<file path="src/rtl/core/hfd_pkg.sv">
// Shared types, widths and helper functions for the Hamming frame decoder.
package hfd_pkg;

    localparam int BLOCK_W     = 63;
    localparam int DATA_W      = 57;
    localparam int CNT_W       = 6;
    localparam int SYN_W       = 6;
    localparam int LEN_W       = 20;
    localparam int DBITS_W     = 6;
    localparam int PBITS_W     = 3;
    localparam int CFG_IDX_W   = 2;
    localparam int CFG_DATA_W  = 20;
    localparam int QUEUE_DEPTH = 2;

    typedef enum logic [CFG_IDX_W-1:0] {
        REG_DATA_BITS   = 2'd0,
        REG_PARITY_BITS = 2'd1,
        REG_ORIG_LENGTH = 2'd2
    } cfg_reg_t;

    typedef struct packed {
        logic [DBITS_W-1:0] data_bits;
        logic [PBITS_W-1:0] parity_bits;
        logic [LEN_W-1:0]   original_length;
    } hfd_cfg_t;

    typedef struct packed {
        logic [DATA_W-1:0] data;
        logic [CNT_W-1:0]  count;
        logic [SYN_W-1:0]  syndrome;
        logic              corrected;
        logic              uncorrectable;
        logic              last;
    } hfd_item_t;

    typedef struct packed {
        logic [DATA_W-1:0] data;
        logic [CNT_W-1:0]  count;
        logic [SYN_W-1:0]  syndrome;
        logic              corrected;
        logic              uncorrectable;
        logic              frame_end;
        logic              frame_valid;
        logic [LEN_W-1:0]  corrected_blocks;
        logic [LEN_W-1:0]  uncorrectable_blocks;
    } hfd_result_t;

    function automatic bit is_pow2(int p);
        return (p != 0) && ((p & (p - 1)) == 0);
    endfunction

    // data bit that code position p lands in: positions before p minus the
    // parity positions up to p
    function automatic int data_index(int p);
        return p - $clog2(p + 1) - 1;
    endfunction

endpackage

</file>
<file path="src/rtl/core/hamming_frame_decoder.sv">
// Top level of the Hamming frame decoder: configuration registers and channel wiring.
//
// Single-error-correcting Hamming decoder with frame bookkeeping. Each
// transaction on the input channel carries one received block (code position
// p in bit p-1, n = data_bits + parity_bits positions, clamped to
// MAX_BLOCK_BITS). The front end forms the even-parity syndrome, flips the
// addressed bit when the syndrome lies inside the block (corrected) or flags
// it when it points beyond the block (uncorrectable), and packs the
// non-power-of-two positions into data_out. The back end truncates each
// block's data so the frame never delivers more than original_length bits,
// keeps saturating per-frame counts of corrected and uncorrectable blocks,
// and on a block marked last_block reports frame_end together with
// frame_valid (delivered bits reached original_length), then clears its frame
// state. One block is taken per clock cycle while in_stall is low; a result
// passes through the queue and then the output register before it is
// presented. The front end is combinational XOR trees and fixed bit packing
// that write a two-entry queue at the accepting edge; the back end pops the
// queue into a single output register. in_stall rises only when the queue is
// full, i.e. after out_stall has held the output. Configuration writes (index
// 0 data_bits, 1 parity_bits, 2 original_length, others ignored) take effect
// at the next edge and are meant for idle periods.
module hamming_frame_decoder
    import hfd_pkg::*;
#(
    parameter int MAX_BLOCK_BITS   = 63,
    parameter int FRAME_COUNT_BITS = 20
)
(
    input  logic                  clk,
    input  logic                  rst_n,
    // configuration write port
    input  logic                  cfg_write,
    input  logic [CFG_IDX_W-1:0]  cfg_index,
    input  logic [CFG_DATA_W-1:0] cfg_data,
    // input channel
    input  logic                  in_valid,
    output logic                  in_stall,
    input  logic [BLOCK_W-1:0]    block_bits,
    input  logic                  last_block,
    // output channel
    output logic                  out_valid,
    input  logic                  out_stall,
    output logic [DATA_W-1:0]     data_out,
    output logic [CNT_W-1:0]      data_count,
    output logic [SYN_W-1:0]      syndrome,
    output logic                  corrected,
    output logic                  uncorrectable,
    output logic                  frame_end,
    output logic                  frame_valid,
    output logic [LEN_W-1:0]      corrected_blocks,
    output logic [LEN_W-1:0]      uncorrectable_blocks
);

    hfd_cfg_t    cfg_reg, cfg_next;
    hfd_item_t   front_item;
    hfd_item_t   head_item;
    hfd_result_t result;
    logic        push;
    logic        q_full;
    logic        head_valid;
    logic        pop;

    // Configuration registers: update only the addressed field, ignore
    // indexes beyond the register list.
    always_comb
    begin
        cfg_next = cfg_reg;
        if (cfg_write)
        begin
            case (cfg_reg_t'(cfg_index))
                REG_DATA_BITS:   cfg_next.data_bits       = cfg_data[DBITS_W-1:0];
                REG_PARITY_BITS: cfg_next.parity_bits     = cfg_data[PBITS_W-1:0];
                REG_ORIG_LENGTH: cfg_next.original_length = cfg_data[LEN_W-1:0];
                default:         cfg_next = cfg_reg;
            endcase
        end
    end

    always_ff @(posedge clk or negedge rst_n)
    begin
        if (!rst_n)
        begin
            cfg_reg.data_bits       <= DBITS_W'(4);
            cfg_reg.parity_bits     <= PBITS_W'(3);
            cfg_reg.original_length <= '0;
        end
        else
        begin
            cfg_reg <= cfg_next;
        end
    end

    // Accept a transaction whenever the queue has room.
    assign in_stall = q_full;
    assign push     = in_valid && !q_full;

    hfd_front #(
        .MAX_BLOCK_BITS (MAX_BLOCK_BITS)
    ) u_front (
        .cfg        (cfg_reg),
        .block_bits (block_bits),
        .last_block (last_block),
        .item       (front_item)
    );

    hfd_queue u_queue (
        .clk        (clk),
        .rst_n      (rst_n),
        .push       (push),
        .push_item  (front_item),
        .full       (q_full),
        .pop        (pop),
        .head_valid (head_valid),
        .head_item  (head_item)
    );

    hfd_back #(
        .FRAME_COUNT_BITS (FRAME_COUNT_BITS)
    ) u_back (
        .clk             (clk),
        .rst_n           (rst_n),
        .original_length (cfg_reg.original_length),
        .head_valid      (head_valid),
        .head_item       (head_item),
        .pop             (pop),
        .out_stall       (out_stall),
        .out_valid       (out_valid),
        .result          (result)
    );

    // Unpack the held result onto the output fields.
    assign data_out             = result.data;
    assign data_count           = result.count;
    assign syndrome             = result.syndrome;
    assign corrected            = result.corrected;
    assign uncorrectable        = result.uncorrectable;
    assign frame_end            = result.frame_end;
    assign frame_valid          = result.frame_valid;
    assign corrected_blocks     = result.corrected_blocks;
    assign uncorrectable_blocks = result.uncorrectable_blocks;

endmodule

</file>
<file path="src/rtl/core/hfd_front.sv">
// Front end: syndrome, single-bit correction and data-bit extraction of one block.
module hfd_front
    import hfd_pkg::*;
#(
    parameter int MAX_BLOCK_BITS = 63
)
(
    input  hfd_cfg_t           cfg,
    input  logic [BLOCK_W-1:0] block_bits,
    input  logic               last_block,
    output hfd_item_t          item
);

    logic [CNT_W:0]       n_sum;
    logic [CNT_W-1:0]     n;
    logic [BLOCK_W-1:0]   masked;
    logic [BLOCK_W-1:0]   fixed;
    logic [SYN_W-1:0]     syn;
    logic                 par;
    logic                 corr;
    logic                 unc;
    logic [DATA_W-1:0]    data;
    logic [CNT_W-1:0]     pow_cnt;

    always_comb
    begin
        n_sum = (CNT_W+1)'(cfg.data_bits) + (CNT_W+1)'(cfg.parity_bits);
        n     = (n_sum > (CNT_W+1)'(MAX_BLOCK_BITS)) ? CNT_W'(MAX_BLOCK_BITS)
                                                      : n_sum[CNT_W-1:0];

        // drop everything above the block length
        for (int p = 1; p <= BLOCK_W; p++)
        begin
            masked[p-1] = block_bits[p-1] & (CNT_W'(p) <= n);
        end

        // even parity per check bit; unused check bits stay zero
        for (int k = 0; k < SYN_W; k++)
        begin
            par = 1'b0;
            for (int p = 1; p <= BLOCK_W; p++)
            begin
                if ((p & (1 << k)) != 0)
                begin
                    par = par ^ masked[p-1];
                end
            end
            syn[k] = par & (PBITS_W'(k) < cfg.parity_bits);
        end

        corr = (syn != '0) && (syn <= n);
        unc  = (syn != '0) && (syn > n);

        for (int p = 1; p <= BLOCK_W; p++)
        begin
            fixed[p-1] = masked[p-1] ^ (corr && (syn == SYN_W'(p)));
        end

        data = '0;
        for (int p = 1; p <= BLOCK_W; p++)
        begin
            if (!is_pow2(p))
            begin
                data[data_index(p)] = fixed[p-1];
            end
        end

        pow_cnt = '0;
        for (int k = 0; k < SYN_W; k++)
        begin
            if (n >= CNT_W'(1 << k))
            begin
                pow_cnt = pow_cnt + CNT_W'(1);
            end
        end

        item.data          = data;
        item.count         = n - pow_cnt;
        item.syndrome      = syn;
        item.corrected     = corr;
        item.uncorrectable = unc;
        item.last          = last_block;
    end

endmodule

</file>
<file path="src/rtl/core/hfd_queue.sv">
// Two-entry queue that decouples the block front end from the frame back end.
module hfd_queue
    import hfd_pkg::*;
(
    input  logic      clk,
    input  logic      rst_n,
    input  logic      push,
    input  hfd_item_t push_item,
    output logic      full,
    input  logic      pop,
    output logic      head_valid,
    output hfd_item_t head_item
);

    localparam int PTR_W = $clog2(QUEUE_DEPTH);
    localparam int OCC_W = $clog2(QUEUE_DEPTH + 1);

    hfd_item_t        store_reg [QUEUE_DEPTH];
    logic [PTR_W-1:0] wr_ptr_reg, wr_ptr_next;
    logic [PTR_W-1:0] rd_ptr_reg, rd_ptr_next;
    logic [OCC_W-1:0] occ_reg, occ_next;

    always_comb
    begin
        wr_ptr_next = wr_ptr_reg;
        rd_ptr_next = rd_ptr_reg;
        occ_next    = occ_reg;
        if (push)
        begin
            wr_ptr_next = (wr_ptr_reg == PTR_W'(QUEUE_DEPTH - 1)) ? '0
                                                                   : wr_ptr_reg + PTR_W'(1);
        end
        if (pop)
        begin
            rd_ptr_next = (rd_ptr_reg == PTR_W'(QUEUE_DEPTH - 1)) ? '0
                                                                   : rd_ptr_reg + PTR_W'(1);
        end
        if (push && !pop)
        begin
            occ_next = occ_reg + OCC_W'(1);
        end
        else if (pop && !push)
        begin
            occ_next = occ_reg - OCC_W'(1);
        end
    end

    always_ff @(posedge clk or negedge rst_n)
    begin
        if (!rst_n)
        begin
            wr_ptr_reg <= '0;
            rd_ptr_reg <= '0;
            occ_reg    <= '0;
        end
        else
        begin
            wr_ptr_reg <= wr_ptr_next;
            rd_ptr_reg <= rd_ptr_next;
            occ_reg    <= occ_next;
        end
    end

    always_ff @(posedge clk)
    begin
        if (push)
        begin
            store_reg[wr_ptr_reg] <= push_item;
        end
    end

    assign full       = (occ_reg == OCC_W'(QUEUE_DEPTH));
    assign head_valid = (occ_reg != '0);
    assign head_item  = store_reg[rd_ptr_reg];

    a_no_pop_empty: assert property (@(posedge clk) disable iff (!rst_n)
        pop |-> head_valid)
        else $error("queue popped while empty");

    a_occ_grows: assert property (@(posedge clk) disable iff (!rst_n)
        push && !pop |=> occ_reg == $past(occ_reg) + OCC_W'(1))
        else $error("queue occupancy did not follow a lone push");

endmodule

</file>
<file path="src/rtl/core/hfd_back.sv">
// Back end: frame truncation, saturating counters and the output register.
module hfd_back
    import hfd_pkg::*;
#(
    parameter int FRAME_COUNT_BITS = 20
)
(
    input  logic             clk,
    input  logic             rst_n,
    input  logic [LEN_W-1:0] original_length,
    input  logic             head_valid,
    input  hfd_item_t        head_item,
    output logic             pop,
    input  logic             out_stall,
    output logic             out_valid,
    output hfd_result_t      result
);

    localparam int WIDE_W = (FRAME_COUNT_BITS > LEN_W) ? FRAME_COUNT_BITS : LEN_W;

    logic [LEN_W-1:0]            delivered_reg, delivered_next;
    logic [FRAME_COUNT_BITS-1:0] corr_cnt_reg, corr_cnt_next;
    logic [FRAME_COUNT_BITS-1:0] unc_cnt_reg, unc_cnt_next;
    logic                        out_valid_reg, out_valid_next;
    hfd_result_t                 result_reg, result_next;

    logic [LEN_W-1:0]            room;
    logic [CNT_W-1:0]            take;
    logic [LEN_W-1:0]            delivered_sum;
    logic [FRAME_COUNT_BITS-1:0] corr_new;
    logic [FRAME_COUNT_BITS-1:0] unc_new;
    logic [WIDE_W-1:0]           corr_wide;
    logic [WIDE_W-1:0]           unc_wide;

    assign pop = head_valid && (!out_valid_reg || !out_stall);

    always_comb
    begin
        room = (delivered_reg < original_length) ? original_length - delivered_reg : '0;
        take = (LEN_W'(head_item.count) < room) ? head_item.count : room[CNT_W-1:0];
        // take never exceeds room, so the sum stays within the length field
        delivered_sum = delivered_reg + LEN_W'(take);

        corr_new = (head_item.corrected && (corr_cnt_reg != '1))
                   ? corr_cnt_reg + FRAME_COUNT_BITS'(1) : corr_cnt_reg;
        unc_new  = (head_item.uncorrectable && (unc_cnt_reg != '1))
                   ? unc_cnt_reg + FRAME_COUNT_BITS'(1) : unc_cnt_reg;
        corr_wide = WIDE_W'(corr_new);
        unc_wide  = WIDE_W'(unc_new);

        result_next.data          = head_item.data & ~({DATA_W{1'b1}} << take);
        result_next.count         = take;
        result_next.syndrome      = head_item.syndrome;
        result_next.corrected     = head_item.corrected;
        result_next.uncorrectable = head_item.uncorrectable;
        result_next.frame_end     = head_item.last;
        result_next.frame_valid   = head_item.last && (delivered_sum >= original_length);
        result_next.corrected_blocks     = corr_wide[LEN_W-1:0];
        result_next.uncorrectable_blocks = unc_wide[LEN_W-1:0];

        delivered_next = delivered_reg;
        corr_cnt_next  = corr_cnt_reg;
        unc_cnt_next   = unc_cnt_reg;
        out_valid_next = out_valid_reg && out_stall;
        if (pop)
        begin
            out_valid_next = 1'b1;
            if (head_item.last)
            begin
                delivered_next = '0;
                corr_cnt_next  = '0;
                unc_cnt_next   = '0;
            end
            else
            begin
                delivered_next = delivered_sum;
                corr_cnt_next  = corr_new;
                unc_cnt_next   = unc_new;
            end
        end
    end

    always_ff @(posedge clk or negedge rst_n)
    begin
        if (!rst_n)
        begin
            delivered_reg <= '0;
            corr_cnt_reg  <= '0;
            unc_cnt_reg   <= '0;
            out_valid_reg <= 1'b0;
        end
        else
        begin
            delivered_reg <= delivered_next;
            corr_cnt_reg  <= corr_cnt_next;
            unc_cnt_reg   <= unc_cnt_next;
            out_valid_reg <= out_valid_next;
        end
    end

    always_ff @(posedge clk)
    begin
        if (pop)
        begin
            result_reg <= result_next;
        end
    end

    assign out_valid = out_valid_reg;
    assign result    = result_reg;

    a_frame_clear: assert property (@(posedge clk) disable iff (!rst_n)
        pop && head_item.last |=> delivered_reg == '0 && corr_cnt_reg == '0
                                  && unc_cnt_reg == '0)
        else $error("frame state not cleared after last block");

    a_flags_exclusive: assert property (@(posedge clk) disable iff (!rst_n)
        out_valid_reg |-> !(result_reg.corrected && result_reg.uncorrectable))
        else $error("block marked both corrected and uncorrectable");

endmodule

</file>
<file path="config.mk">
export PLATFORM = sky130hd
export DESIGN_NAME = hamming_frame_decoder
export DESIGN_NICKNAME = d
export VERILOG_FILES = /design/src/rtl/core/hfd_pkg.sv /design/src/rtl/core/hamming_frame_decoder.sv /design/src/rtl/core/hfd_front.sv /design/src/rtl/core/hfd_queue.sv /design/src/rtl/core/hfd_back.sv
export SDC_FILE = /design/constraint.sdc
export NUM_CORES = 1
export LEC_CHECK = 0
export CAP_MARGIN = 15
export CORE_ASPECT_RATIO = 1.1
export CORE_MARGIN = 2
export CORE_UTILIZATION = 65
export CTS_CLUSTER_DIAMETER = 120
export DETAILED_ROUTE_END_ITERATION = 10
export DONT_BUFFER_PORTS = 1
export GPL_TIMING_DRIVEN = 0
export PLACE_DENSITY = 0.88
export SLEW_MARGIN = 20
export SYNTH_ARGS = -nofsm -noshare
export SYNTH_HDL_FRONTEND = slang
export SYNTH_SLANG_ARGS = --single-unit
</file>
<file path="constraint.sdc">
create_clock -name clk -period 10.4 [get_ports clk]
set_clock_uncertainty 0.2 [all_clocks]
set_input_delay 1.04 -clock clk [delete_from_list [all_inputs] [get_ports clk]]
set_output_delay 1.04 -clock clk [all_outputs]
set_load 0.01 [all_outputs]
</file>
==> insert_results.sql <==
INSERT INTO impl_metrics (metric_group, metric, value, unit) VALUES
('setup_path', 'cp.required', '10.48', 'ns'),
('setup_path', 'critPathMostFrequentCell', 'sky130_fd_sc_hd__a21oi_1', ''),
('route', 'post_detailed_route_drc_marker_count', '0', ''),
('setup_path', 'cp_capture_point', 'u_back.result[40]', ''),
('clocking', 'cts-buffers-inserted', '36', ''),
('yosys', 'ys_async_sr_fraction', '0.268', ''),
('yosys', 'synth_largest_area_cell', 'sky130_fd_sc_hd__edfxtp_1', ''),
('clocking', 'ctsHtreeMaxLevel', '2', ''),
('clocking', 'cts-root-to-sink-buffers', '3', ''),
('cells_and_area', 'fraction_of_final_layout_cells_sized_beyond_drive_strength_1', '0.0928', ''),
('setup_path', 'critical_path_arrival', '9.71', 'ns'),
('global_route', 'gr-total-overflow', '0', ''),
('setup_path', 'crit_start', 'cfg_reg[0]', ''),
('yosys', 'post_synth_inst_count', '1864', ''),
('setup_path', 'setup.worst_path.start_class', 'flip-flop', ''),
('global_route', 'antenna_violations_before_repair', '0', ''),
('yosys', 'edff_count_synth', '257', ''),
('setup_path', 'cpLargestDelayFamily', 'compound AO/OA/AOI/OAI gates', ''),
('floorplanning', 'initial_utilization', '0.663', ''),
('placement', 'portBuffers', '0', ''),
('route', 'routed_wire_length_per_instance', '26.0', 'um'),
('sta', 'timing_hold_violations_final', '0', ''),
('placement', 'placer_congestion', '0.995', ''),
('sta', 'fmaxAchievable', '104', 'MHz'),
('yosys', 'synth.lib_cells_used.distinct', '92', ''),
('route', 'wirelength', '61300', 'um'),
('yosys', 'synth_seq_area_share', '0.495', ''),
('yosys', 'synth_fp_nets', '2026', ''),
('placement', 'dp_hpwl', '45100', 'um'),
('sta', 'setup_viol', '0', ''),
('yosys', 'synth.top_cells.by_area', 'sky130_fd_sc_hd__edfxtp_1 (38%), sky130_fd_sc_hd__dfrtp_1 (11%), sky130_fd_sc_hd__xnor2_1 (7.1%), sky130_fd_sc_hd__ha_1 (4.2%), sky130_fd_sc_hd__mux2i_1 (3.8%)', ''),
('sta', 'layout_min_cycle_time', '9.64', 'ns'),
('route', 'route.antenna.remaining_nets', '0', ''),
('clocking', 'post_cts_buffers', '0', ''),
('placement', 'dp_slack', '0.735', 'ns'),
('cells_and_area', 'largest_register_ffs', '144', ''),
('global_route', 'global_route.usage.total', '0.370', ''),
('sta', 'period_share', '0.927', ''),
('sta', 'grt_setup_unrepaired', 'no', ''),
('outcome', 'status', 'completed', ''),
('setup_path', 'critical-path-max-stage-delay', '1.00', 'ns'),
('clocking', 'cts_tree', 'yes', ''),
('clocking', 'cts.reportedPaths.clkPinSlew', '0.06', 'ns'),
('floorplanning', 'die_w', '173', 'um'),
('worst_hold_path', 'timing.hold.worst.class', 'in -> async', ''),
('global_route', 'grt_pass1_vias', '15400', ''),
('yosys', 'synthMostInstantiatedCell', 'sky130_fd_sc_hd__edfxtp_1', ''),
('yosys', 'syn_avg_cell_area', '10.9', 'sq um'),
('sta', 'finalMaxSlewViolations', '0', ''),
('floorplanning', 'core_region_area', '30700', 'sq um'),
('floorplanning', 'rows', '67', ''),
('yosys', 'netlist.area_leader.share', '0.379', ''),
('yosys', 'post_synth_instance_area', '20300', 'sq um'),
('cells_and_area', 'final_net_count', '2074', ''),
('setup_path', 'worst_r2r_startpoint', 'cfg_reg[0]', ''),
('yosys', 'number_of_flip_flops_and_latches_in_the_synthesized_netlist', '351', ''),
('setup_path', 'worst-setup-path-type', 'reg -> reg', ''),
('sta', 'slew_headroom', '0.246', ''),
('clocking', 'clock-root-buffer', 'sky130_fd_sc_hd__clkbuf_16', ''),
('route', 'vias', '15700', ''),
('clocking', 'worst_skew_pair_later_pin_latency', '0.53', 'ns'),
('setup_path', 'cp_max_fo', '11', ''),
('setup_path', 'reg2reg_to', 'u_back.result[40]', ''),
('setup_path', 'critical_path.endpoint_type', 'flip-flop', ''),
('setup_path', 'cp.depth', '36', ''),
('setup_path', 'regToRegSetupSlack', '0.76', 'ns'),
('sta', 'tns', '0', 'ns'),
('cells_and_area', 'antenna_cells', '0', ''),
('yosys', 'synth-main-ff-cell', 'sky130_fd_sc_hd__edfxtp_1', ''),
('route', 'drt-initial-drc-count', '1977', ''),
('clocking', 'clock_net_sink_count', '351', '');
[final cells by class]
class	instances	area, sq um	share of cell area
repair buffers	10	210	0.00945
well taps	414	518	0.0233
clock inverters	19	138	0.00619
multi-input cells	1342	9590	0.431
plain buffers	80	367	0.0165
clock buffers	46	1000	0.0450
inverters	91	347	0.0156
flip-flops and latches	351	10100	0.453
[worst register-to-register path, delay by kind of cell, from the launching register on]
kind	cells	cell delay [ns]
flops	1	0.46
buf+inv	4	0.91
xor+xnor	2	0.27
fa+ha+maj	4	1.21
compound gates	20	5.26
simple gates	6	1.11
[cell families after synthesis]
kind of cell,after synthesis,synth area share
buffers and inverters,171,0.0348
muxes,120,0.0617
AOI/OAI and AO/OA,390,0.127
xor gates and xnor gates,243,0.111
and+or+nand+nor,515,0.125
DFF,351,0.495
adders and majority gates,74,0.0462
[cells in the final DEF, fill, tap and decap left out, drive strengths merged, types with 14 or more instances in the layout]
master and n:
edfxtp 257, xnor2 164, nand2 163, o21ai 122, clkbuf 95, inv 93, dfrtp 91, nor3 86
nor2 85, a21oi 78, mux2i 77, xor2 70, ha 68, nand3 49, mux2 43, buf 39
a211oi 30, a21o 23, a22o 21, and3 21, nor2b 19, o31ai 18, nand4 17, clkinv 15
o211ai 14
[through the flow]
stage | instances | cell area (sq um) | hold WS [ns] | util
finish | 2353 | 22200 | 0.164 | 0.725
detailed placement | 2284 | 21000 | 0.316 | 0.686
global route | 2353 | 22200 | 0.144 | 0.725
CTS | 2352 | 22200 | 0.000159 | 0.724
global placement | 2278 | 20900 | 0.279 | 0.680
floorplan | 1864 | 20300 | 0.261 | -
[how the worst min path moves through the flow]
stage,startpoint,to,cells after the start
2_1_floorplan,u_queue.wr_ptr_reg,u_queue.wr_ptr_reg,1
3_3_place_gp,u_queue.wr_ptr_reg,u_queue.wr_ptr_reg,1
3_5_place_dp,u_back.delivered_reg[14],u_back.delivered_reg[14],1
4_1_cts,rst_n,cfg_reg[27],0
5_1_grt,rst_n,cfg_reg[25],0
6_report,rst_n,cfg_reg[25],0
[layer usage]
layer  wire, um  global-route usage  vias up
li1           -                   -     6898
met1      22300               0.445     7525
met2      29700               0.638     1091
met3       5790              0.0787      217
met4       3400               0.185        0
met5          0                   0        -
[repair_timing]
action,4_1_cts,5_1_grt
gates resized for setup,0,5
endpoints found under the hold margin,64,4
endpoints found under the setup margin,0,1
hold buffers,3,1
Power is left out: the tool's default activity adds up to more than one toggle a clock period on the data nets, which glitch-free logic cannot reach.
